**config.mk**
```make
export PLATFORM = sky130hd
export DESIGN_NAME = beat_grid_quantizer_core
export DESIGN_NICKNAME = d
export VERILOG_FILES = /design/src/design/bgq_pkg.sv /design/src/design/bgq_ram.sv /design/src/design/bgq_front.sv /design/src/design/bgq_back.sv /design/src/design/beat_grid_quantizer_core.sv
export SDC_FILE = /design/constraint.sdc
export NUM_CORES = 1
export LEC_CHECK = 0
export ABC_AREA = 1
export BUFFER_PORTS_ARGS = -buffer_cell sky130_fd_sc_hd__buf_4
export CAP_MARGIN = 15
export CORE_MARGIN = 2
export CORE_UTILIZATION = 40
export CTS_CLUSTER_SIZE = 30
export DETAILED_ROUTE_END_ITERATION = 10
export PLACE_DENSITY = 0.57
export SYNTH_ARGS = -nofsm -noshare
export SYNTH_HDL_FRONTEND = slang
export SYNTH_SLANG_ARGS = --single-unit
```
**constraint.sdc**
```tcl
create_clock -name clk -period 9.35 [get_ports clk]
set_clock_uncertainty 0.05 [all_clocks]
set_input_delay 0.935 -clock clk [delete_from_list [all_inputs] [get_ports clk]]
set_output_delay 0.935 -clock clk [all_outputs]
set_load 0.1 [all_outputs]
```
**src/design/bgq_pkg.sv**
```systemverilog
// Shared types and constants for the beat grid quantizer.
`default_nettype none
package bgq_pkg;
  localparam int MaxSlots = 16;
  localparam int CarryDepth = 8;
  localparam int TimeBits = 24;
  localparam int LenBits = 20;
  localparam int CntBits = 5;
  localparam int SlotIdxBits = $clog2(MaxSlots + 1);
  localparam int CarryIdxBits = (CarryDepth > 1) ? $clog2(CarryDepth) : 1;
  localparam int CarryFillBits = $clog2(CarryDepth + 1);
  localparam int QDepth = 2;
  localparam int ProdBits = TimeBits + SlotIdxBits;

  localparam logic [0:0] OP_IMPULSE = 1'b0;
  localparam logic [0:0] OP_BEAT_END = 1'b1;

  localparam logic [0:0] CFG_BEAT_LENGTH = 1'b0;
  localparam logic [0:0] CFG_SLOT_COUNT = 1'b1;

  typedef struct packed {
    logic [0:0] op;
    logic [TimeBits-1:0] t;
  } cmd_t;

  localparam logic [5:0] SNAP_TABLE [6] = '{6'h22, 6'h28, 6'h24, 6'h30, 6'h0C, 6'h2A};

  function automatic logic [4:0] ones16(input logic [15:0] v);
    logic [4:0] n;
    n = '0;
    for (int k = 0; k < 16; k++) n = n + {4'd0, v[k]};
    return n;
  endfunction

  function automatic logic [15:0] snap6(input logic [15:0] p);
    logic [4:0] w;
    logic [4:0] best;
    logic [4:0] d;
    logic [15:0] res;
    w = ones16(p);
    best = 5'd6;
    res = p;
    for (int k = 0; k < 6; k++) begin
      d = ones16({10'd0, p[5:0] ^ SNAP_TABLE[k]});
      if (ones16({10'd0, SNAP_TABLE[k]}) == w && d < best) begin
        best = d;
        res = {10'd0, SNAP_TABLE[k]};
      end
    end
    return res;
  endfunction
endpackage
`default_nettype wire

```
**src/design/bgq_ram.sv**
```systemverilog
// Generic single-port write, registered-read RAM.
`default_nettype none
module bgq_ram #(
  parameter int Width = 8,
  parameter int Depth = 8
) (
  input  wire logic clk,
  input  wire logic we,
  input  wire logic [((Depth > 1) ? $clog2(Depth) : 1)-1:0] waddr,
  input  wire logic [Width-1:0] wdata,
  input  wire logic [((Depth > 1) ? $clog2(Depth) : 1)-1:0] raddr,
  output logic [Width-1:0] rdata
);
  logic [Width-1:0] mem [Depth];
  always_ff @(posedge clk) begin
    if (we) mem[waddr] <= wdata;
    rdata <= mem[raddr];
  end
endmodule
`default_nettype wire

```
**src/design/bgq_front.sv**
```systemverilog
// Front end: accepts transactions and queues commands.
`default_nettype none
module bgq_front (
  input  wire logic clk,
  input  wire logic rst_n,
  input  wire logic in_push,
  output logic in_full,
  input  wire logic [0:0] in_op,
  input  wire logic [bgq_pkg::TimeBits-1:0] in_impulse_time,
  output logic q_valid,
  output bgq_pkg::cmd_t q_cmd,
  input  wire logic q_take
);
  bgq_pkg::cmd_t q_r [bgq_pkg::QDepth];
  logic [1:0] cnt_r, cnt_nxt;
  logic rd_r, rd_nxt, wr_r, wr_nxt;
  logic push_ok, take_ok;
  bgq_pkg::cmd_t in_cmd;

  assign in_full = (cnt_r == 2'(bgq_pkg::QDepth));
  assign push_ok = in_push && !in_full;
  assign take_ok = q_take && q_valid;
  assign q_valid = (cnt_r != 2'd0);
  assign q_cmd = q_r[rd_r];
  always_comb begin
    in_cmd.op = in_op;
    in_cmd.t = in_impulse_time;
    cnt_nxt = cnt_r + {1'b0, push_ok} - {1'b0, take_ok};
    rd_nxt = rd_r ^ take_ok;
    wr_nxt = wr_r ^ push_ok;
  end
  always_ff @(posedge clk) begin
    if (push_ok) q_r[wr_r] <= in_cmd;
  end
  always_ff @(posedge clk) begin
    if (!rst_n) begin
      cnt_r <= '0;
      rd_r <= 1'b0;
      wr_r <= 1'b0;
    end else begin
      cnt_r <= cnt_nxt;
      rd_r <= rd_nxt;
      wr_r <= wr_nxt;
    end
  end

`ifndef SYNTHESIS
  a_cnt_range: assert property (@(posedge clk) disable iff (!rst_n)
    cnt_r <= 2'(bgq_pkg::QDepth)) else $error("queue count overflow");
  a_full_no_grow: assert property (@(posedge clk) disable iff (!rst_n)
    in_full && !take_ok |=> in_full) else $error("full dropped without take");
  a_empty_take: assert property (@(posedge clk) disable iff (!rst_n)
    !q_valid |-> !take_ok) else $error("take from empty queue");
`endif
endmodule
`default_nettype wire

```
**src/design/bgq_back.sv**
```systemverilog
// Back end: grid walk per impulse, carry store replay, pattern output.
`default_nettype none
module bgq_back (
  input  wire logic clk,
  input  wire logic rst_n,
  input  wire logic q_valid,
  input  wire bgq_pkg::cmd_t q_cmd,
  output logic q_take,
  input  wire logic [bgq_pkg::LenBits-1:0] beat_length,
  input  wire logic [bgq_pkg::CntBits-1:0] slot_count,
  output logic out_empty,
  input  wire logic out_pop,
  output logic [15:0] out_pattern,
  output logic out_carry_lost
);
  localparam logic [2:0] ST_IDLE = 3'd0;
  localparam logic [2:0] ST_WALK = 3'd1;
  localparam logic [2:0] ST_EMIT = 3'd2;
  localparam logic [2:0] ST_RDRQ = 3'd3;
  localparam logic [2:0] ST_RDWT = 3'd4;
  localparam int PB = bgq_pkg::ProdBits;
  localparam int SB = bgq_pkg::SlotIdxBits;

  logic [2:0] st_r, st_nxt;
  logic [PB-1:0] ts_r, ts_nxt, g_r, g_nxt, best_r, best_nxt;
  logic [SB-1:0] i_r, i_nxt, idx_r, idx_nxt;
  logic [bgq_pkg::TimeBits-1:0] t_r, t_nxt;
  logic [bgq_pkg::MaxSlots-1:0] bits_r, bits_nxt;
  logic [bgq_pkg::CarryFillBits-1:0] fill_r, fill_nxt, rn_r, rn_nxt, rp_r, rp_nxt;
  logic lost_r, lost_nxt, replay_r, replay_nxt;
  logic ov_r, ov_nxt;
  logic [15:0] opat_r, opat_nxt;
  logic olost_r, olost_nxt;
  logic we;
  logic [bgq_pkg::CarryIdxBits-1:0] waddr, raddr;
  logic [bgq_pkg::TimeBits-1:0] wdata, rdata;

  logic [bgq_pkg::LenBits-1:0] len;
  logic [SB-1:0] s;
  logic [PB-1:0] d;
  logic [15:0] pat;

  assign len = (beat_length == '0) ? bgq_pkg::LenBits'(1) : beat_length;
  always_comb begin
    if (slot_count == '0) s = SB'(1);
    else if (slot_count > bgq_pkg::CntBits'(bgq_pkg::MaxSlots)) s = SB'(bgq_pkg::MaxSlots);
    else s = SB'(slot_count);
  end
  assign d = (ts_r >= g_r) ? ts_r - g_r : g_r - ts_r;
  assign pat = (s == SB'(6)) ? bgq_pkg::snap6(bits_r[15:0]) : bits_r[15:0];
  assign out_empty = !ov_r;
  assign out_pattern = opat_r;
  assign out_carry_lost = olost_r;

  bgq_ram #(.Width(bgq_pkg::TimeBits), .Depth(bgq_pkg::CarryDepth)) u_carry (
    .clk(clk), .we(we), .waddr(waddr), .wdata(wdata), .raddr(raddr), .rdata(rdata)
  );

  always_comb begin
    st_nxt = st_r; ts_nxt = ts_r; g_nxt = g_r; best_nxt = best_r;
    i_nxt = i_r; idx_nxt = idx_r; t_nxt = t_r; bits_nxt = bits_r;
    fill_nxt = fill_r; rn_nxt = rn_r; rp_nxt = rp_r; lost_nxt = lost_r;
    replay_nxt = replay_r; ov_nxt = ov_r; opat_nxt = opat_r; olost_nxt = olost_r;
    q_take = 1'b0; we = 1'b0;
    waddr = fill_r[bgq_pkg::CarryIdxBits-1:0];
    wdata = (t_r > bgq_pkg::TimeBits'(len)) ? t_r - bgq_pkg::TimeBits'(len) : '0;
    raddr = rp_r[bgq_pkg::CarryIdxBits-1:0];
    if (ov_r && out_pop) ov_nxt = 1'b0;
    unique case (st_r)
      ST_IDLE: begin
        if (q_valid) begin
          if (q_cmd.op == bgq_pkg::OP_IMPULSE) begin
            q_take = 1'b1;
            t_nxt = q_cmd.t;
            ts_nxt = PB'(q_cmd.t) * PB'(s);
            g_nxt = '0; i_nxt = '0; idx_nxt = '0;
            best_nxt = '1;
            replay_nxt = 1'b0;
            st_nxt = ST_WALK;
          end else if (!ov_r || out_pop) begin
            q_take = 1'b1;
            st_nxt = ST_EMIT;
          end
        end
      end
      ST_WALK: begin
        if (d < best_r || i_r == '0) begin
          best_nxt = d;
          idx_nxt = i_r;
        end
        if (i_r == s) begin
          st_nxt = ST_IDLE;
          if (!(d < best_r) && idx_r < s) begin
            bits_nxt = bits_r | (bgq_pkg::MaxSlots'(1) << (s - SB'(1) - idx_r));
          end else if (fill_r < bgq_pkg::CarryFillBits'(bgq_pkg::CarryDepth)) begin
            we = 1'b1;
            fill_nxt = fill_r + bgq_pkg::CarryFillBits'(1);
          end else begin
            lost_nxt = 1'b1;
          end
          if (replay_r) st_nxt = ST_RDRQ;
        end else begin
          i_nxt = i_r + SB'(1);
          g_nxt = g_r + PB'(len);
        end
      end
      ST_EMIT: begin
        ov_nxt = 1'b1;
        opat_nxt = pat;
        olost_nxt = lost_r;
        bits_nxt = '0;
        lost_nxt = 1'b0;
        rn_nxt = fill_r;
        rp_nxt = '0;
        fill_nxt = '0;
        st_nxt = ST_RDRQ;
      end
      ST_RDRQ: begin
        if (rp_r == rn_r) st_nxt = ST_IDLE;
        else st_nxt = ST_RDWT;
      end
      ST_RDWT: begin
        t_nxt = rdata;
        ts_nxt = PB'(rdata) * PB'(s);
        g_nxt = '0; i_nxt = '0; idx_nxt = '0; best_nxt = '1;
        replay_nxt = 1'b1;
        rp_nxt = rp_r + bgq_pkg::CarryFillBits'(1);
        st_nxt = ST_WALK;
      end
      default: st_nxt = ST_IDLE;
    endcase
  end

  always_ff @(posedge clk) begin
    ts_r <= ts_nxt; g_r <= g_nxt; best_r <= best_nxt; i_r <= i_nxt; idx_r <= idx_nxt;
    t_r <= t_nxt; rn_r <= rn_nxt; rp_r <= rp_nxt; opat_r <= opat_nxt; olost_r <= olost_nxt;
    replay_r <= replay_nxt;
  end
  always_ff @(posedge clk) begin
    if (!rst_n) begin
      st_r <= ST_IDLE;
      bits_r <= '0;
      fill_r <= '0;
      lost_r <= 1'b0;
      ov_r <= 1'b0;
    end else begin
      st_r <= st_nxt;
      bits_r <= bits_nxt;
      fill_r <= fill_nxt;
      lost_r <= lost_nxt;
      ov_r <= ov_nxt;
    end
  end

`ifndef SYNTHESIS
  a_fill_max: assert property (@(posedge clk) disable iff (!rst_n)
    fill_r <= bgq_pkg::CarryFillBits'(bgq_pkg::CarryDepth)) else $error("carry overfill");
  a_take_idle: assert property (@(posedge clk) disable iff (!rst_n)
    q_take |-> st_r == ST_IDLE) else $error("take outside idle");
  a_emit_sets: assert property (@(posedge clk) disable iff (!rst_n)
    st_r == ST_EMIT |=> ov_r) else $error("emit lost");
  a_emit_free: assert property (@(posedge clk) disable iff (!rst_n)
    st_r == ST_EMIT |-> !ov_r || $past(out_pop)) else $error("result overwritten");
`endif
endmodule
`default_nettype wire

```
**src/design/beat_grid_quantizer_core.sv**
```systemverilog
// Beat grid quantizer top level: config registers, front queue, back end.
// Usage:
//  Input channel: push/full with in_op and in_impulse_time. An impulse
//  (op 0) snaps to the nearest grid point of the beat; op 1 ends the beat.
//  Result channel: empty/pop with out_pattern and out_carry_lost, one
//  transaction per end of beat.
//  Config: cfg_valid/cfg_ready write of beat_length (0) or slot_count (1),
//  always ready; write only while idle.
//  Back end: an impulse is taken, then walked over the grid points one by
//  one through a single subtract/compare unit. An end of beat emits the
//  result, then replays each carried impulse: a carry-RAM read, then a walk.
//  With an idle back end an accepted end of beat passes the queue and the
//  emit state before the result register shows it.
//  A two-entry queue decouples input from the back end.
//  Reset: clears slot bits, carry fill, lost flag, queues; beat_length
//  returns to 8000 and slot_count to 6.
//  A stalled receiver holds the result; a next end of beat waits behind it
//  in the back end and the input queue fills up behind that.
`default_nettype none
module beat_grid_quantizer_core (
  input  wire logic clk,
  input  wire logic rst_n,
  input  wire logic in_push,
  output logic in_full,
  input  wire logic [0:0] in_op,
  input  wire logic [23:0] in_impulse_time,
  output logic out_empty,
  input  wire logic out_pop,
  output logic [15:0] out_pattern,
  output logic out_carry_lost,
  input  wire logic cfg_valid,
  output logic cfg_ready,
  input  wire logic [0:0] cfg_index,
  input  wire logic [19:0] cfg_data
);
  logic [bgq_pkg::LenBits-1:0] len_r;
  logic [bgq_pkg::CntBits-1:0] cnt_r;
  logic q_valid, q_take;
  bgq_pkg::cmd_t q_cmd;

  assign cfg_ready = 1'b1;
  always_ff @(posedge clk) begin
    if (!rst_n) begin
      len_r <= bgq_pkg::LenBits'(8000);
      cnt_r <= bgq_pkg::CntBits'(6);
    end else if (cfg_valid) begin
      unique case (cfg_index)
        bgq_pkg::CFG_BEAT_LENGTH: len_r <= cfg_data;
        bgq_pkg::CFG_SLOT_COUNT: cnt_r <= cfg_data[bgq_pkg::CntBits-1:0];
        default: ;
      endcase
    end
  end

  bgq_front u_front (
    .clk(clk), .rst_n(rst_n), .in_push(in_push), .in_full(in_full), .in_op(in_op),
    .in_impulse_time(in_impulse_time), .q_valid(q_valid), .q_cmd(q_cmd), .q_take(q_take)
  );
  bgq_back u_back (
    .clk(clk), .rst_n(rst_n), .q_valid(q_valid), .q_cmd(q_cmd), .q_take(q_take),
    .beat_length(len_r), .slot_count(cnt_r), .out_empty(out_empty), .out_pop(out_pop),
    .out_pattern(out_pattern), .out_carry_lost(out_carry_lost)
  );
endmodule
`default_nettype wire

```
==> flow_metrics.py <==
metrics = {
    "clocking": {
        "worstSkewPairLatency_ps": 620,
        "clk_path_buf_depth": 3,
        "cts_max_level": 2,
        "cts_made_buffers": 53,
        "tritoncts": "done",
        "cts_num_sinks": 468,
        "clk_pin_slew_ps": 60,
        "cts-root-buf": "clkbuf_16",
        "hold_fix_buffer_count_after_cts": 0,
    },
    "setup_path": {
        "arrival_ps": 9160,
        "cp.buffers_inverters": 11,
        "path_max_fanout": 8,
        "critical_path_required_ps": 9670,
        "critical_path.startpoint_type": "flop",
        "setup.worst_path.class": "reg -> reg",
        "critical_path.endpoint_type": "flop",
        "critPathTopFamily": "adder cells",
        "critical_path.max_stage_delay_ps": 530,
        "timing.critical_path.slowest_stage_cell": "fa_1",
        "critical-path-top-cell-by-count": "nand2_1",
        "rrSetupSlack_ps": 510,
    },
    "global_route": {
        "total_gr_overflow": 0,
        "use_met2_pct": 35.0,
        "grt_start_max_net_pins": 100,
        "grt.met1_usage_pct": 28.1,
        "number_of_antenna_violations_at_the_first_check_in_global_routing": 1,
        "global_route.peak_usage_layer": "met2",
        "groute.layer.met3.usage_pct": 1.95,
        "grt_pass1_wl_um": 133000,
        "track_usage_pct": 20.4,
        "first_global_vias": 24100,
    },
    "placed_design": {
        "port_buffers": 69,
        "place_inst": 4712,
        "final_replace_weighted_congestion": 0.869,
        "hpwl_um": 61400,
    },
    "synthesis": {
        "syn-instance-count": 3646,
        "synth-seq-area-share_pct": 41.5,
        "syn-mean-instance-area_sq_um": 8.78,
        "ys_ff_latch": 468,
        "synthesis.area_sq_mm": 0.0320,
        "synth_edf_count": 389,
        "yosysUniqueCellTypes": 55,
        "synth_top_flop_cell": "edfxtp_1",
        "synthesis.yosys.warnings": 0,
        "async_reset_ff_share_pct": 0,
    },
    "sta": {
        "fin_worst_hold_slack_ps": 382,
        "fmax_mhz": 113,
        "final.min_clock_period_ps": 8840,
        "final-max-slew-violation-count": 0,
        "setup_violations": 0,
        "timing.final.hold_violations": 0,
        "final.period_utilization_pct": 94.5,
        "worst_slew_pin_slew_ps": 1160,
        "max_slew_margin_pct": 21.7,
    },
    "floorplanning": {
        "die_w_um": 287,
        "die_area_sq_mm": 0.0823,
        "die_h_um": 287,
        "ioPinCount": 71,
        "initial_core_util_pct": 40.4,
        "row_count": 103,
        "placeableCoreArea_sq_mm": 0.0791,
    },
    "layout": {
        "stdcell_count": 4817,
        "drive_gt1_share_pct": 8.12,
        "antenna_cells": 0,
        "final.fill_count": 7797,
        "area_delta_synth_final_pct": 12.4,
        "nNetsFinal": 4174,
        "multi_input_area_sq_mm": 0.0162,
        "seq_area_sq_mm": 0.0133,
        "final_core_util_pct": 45.4,
    },
    "flow_run": {
        "max_cap_check_violation_count": 0,
    },
    "run_status": {
        "status": "complete, no violations",
    },
    "pwr": {
        "ir_drop_uv": 262,
        "static-leakage-power_nw": 16.0,
        "power_density_mw_per_mm2": 401,
    },
    "drt": {
        "postRouteAntennaNets": 0,
        "wl_per_cell_um": 17.4,
        "mean_number_of_vias_per_cell": 5.07,
        "finalWirelength_um": 83900,
        "vias": 24400,
        "initialDrtViolationCount": 1555,
        "dr.pass1.iters": 5,
        "drt_drc_violations_left": 0,
    },
    "min_path": {
        "min-delay-path-class": "reg -> reg",
    },
}
## cell families (layout without fill, tap and decap cells)
| kind of cell | count (synthesis) | in the layout | synth area share [%] |
|---|---|---|---|
| adder cells (fa/ha/maj) | 401 | 401 | 19.5 |
| buffers and inverters | 721 | 841 | 8.51 |
| multiplexers | 8 | 8 | 0.254 |
| AO/OA/AOI/OAI | 767 | 767 | 13.0 |
| flip-flops | 468 | 468 | 41.5 |
| AND/OR/NAND/NOR | 1211 | 1211 | 15.4 |
| XOR/XNOR | 69 | 69 | 1.89 |
| other | 1 | 2 | 0.0117 |
## stage by stage
step / worst slack, ps / area (sq um) / TNS (ps) / power, mW
3_5_place_dp: -345 / 34000 / -5020 / 12.3
4_1_cts: 48.9 / 35800 / 0 / 14.5
5_1_grt: -28.9 / 36000 / -238 / 15.8
3_3_place_gp: -199 / 34000 / -2700 / 12.2
2_1_floorplan: 57.0 / 32000 / 0 / 9.88
6_report: 511 / 36000 / 0 / 14.4
## power by group
part / switching, mW / internal, mW
Combinational: 5.78 / 2.88
Clock: 0.878 / 1.23
Sequential: 0.333 / 3.33
## worst paths after layout
check / start / endpoint / depth (start not counted)
min: u_back.lost_r / u_back.out_carry_lost / 0
max reg2reg: u_back.bits_r[1] / u_back.out_pattern[14] / 55
max: u_back.bits_r[1] / u_back.out_pattern[14] / 55
min reg2reg: u_back.lost_r / u_back.out_carry_lost / 0
## area by class of cell
cell class,count,share of cell area (%)
Multi-Input combinational cell,2458,45.1
Sequential cell,468,36.9
Inverter,595,6.21
Clock buffer,73,4.12
Tap cell,1050,3.65
Timing Repair Buffer,146,3.17
Clock inverter,27,0.811
## synthesized netlist by cell type, types with 8 or more instances
cell type / number / share of area (%)
inv_1: 586 / 6.9
a31oi_1: 35 / 0.68
or2_2: 11 / 0.22
nand3_1: 94 / 1.5
a21oi_1: 288 / 4.5
ha_1: 239 / 9.3
edfxtp_1: 389 / 37
o22ai_1: 27 / 0.53
buf_1: 12 / 0.14
o21a_1: 22 / 0.52
o31ai_1: 8 / 0.19
xor2_1: 50 / 1.4
dfxtp_1: 79 / 4.9
nand4_1: 20 / 0.39
o21ai_0: 326 / 5.1
o211ai_1: 18 / 0.42
nor3_1: 28 / 0.44
clkbuf_1: 109 / 1.3
nor4_1: 20 / 0.39
nand2_2: 8 / 0.16
fa_1: 162 / 10
xnor2_1: 19 / 0.52
nor2_1: 460 / 5.4
nand2_1: 557 / 6.5
## flip-flops by register name (all words and copies together) (netlist names), 16 cells and up, named ones only
name	cells
len_r	20
u_back.best_r	29
u_back.bits_r	16
u_back.g_r	29
u_back.out_pattern	16
u_back.t_r	24
u_back.ts_r	29
u_back.u_carry.mem	192
u_back.u_carry.rdata	24
u_front.q_r	50
## placed cells by master (no fill, tap or decap), drive strengths merged, types with 97 or more instances in the layout
master  synthesis  layout
a21oi         292     292
edfxtp        389     389
buf            17     145
nand2         565     565
ha            239     239
nor2          461     461
nand3          97      97
fa            162     162
inv           591     593
o21ai         327     327
## metal layers
metal,wire length (um),vias to the layer above
met3,3200,97
met4,1560,0
li1,-,12200
met5,0,-
met2,40000,442
met1,39200,11700
## timing repair
item | 4_1_cts | 5_1_grt
gates cloned | 0 | 1
setup buffers | 1 | 3
setup endpoints to repair | 16 | 16
resized for setup | 5 | 31
pin swaps | 1 | 20
Note: power is estimated with default switching activity, not from simulation.
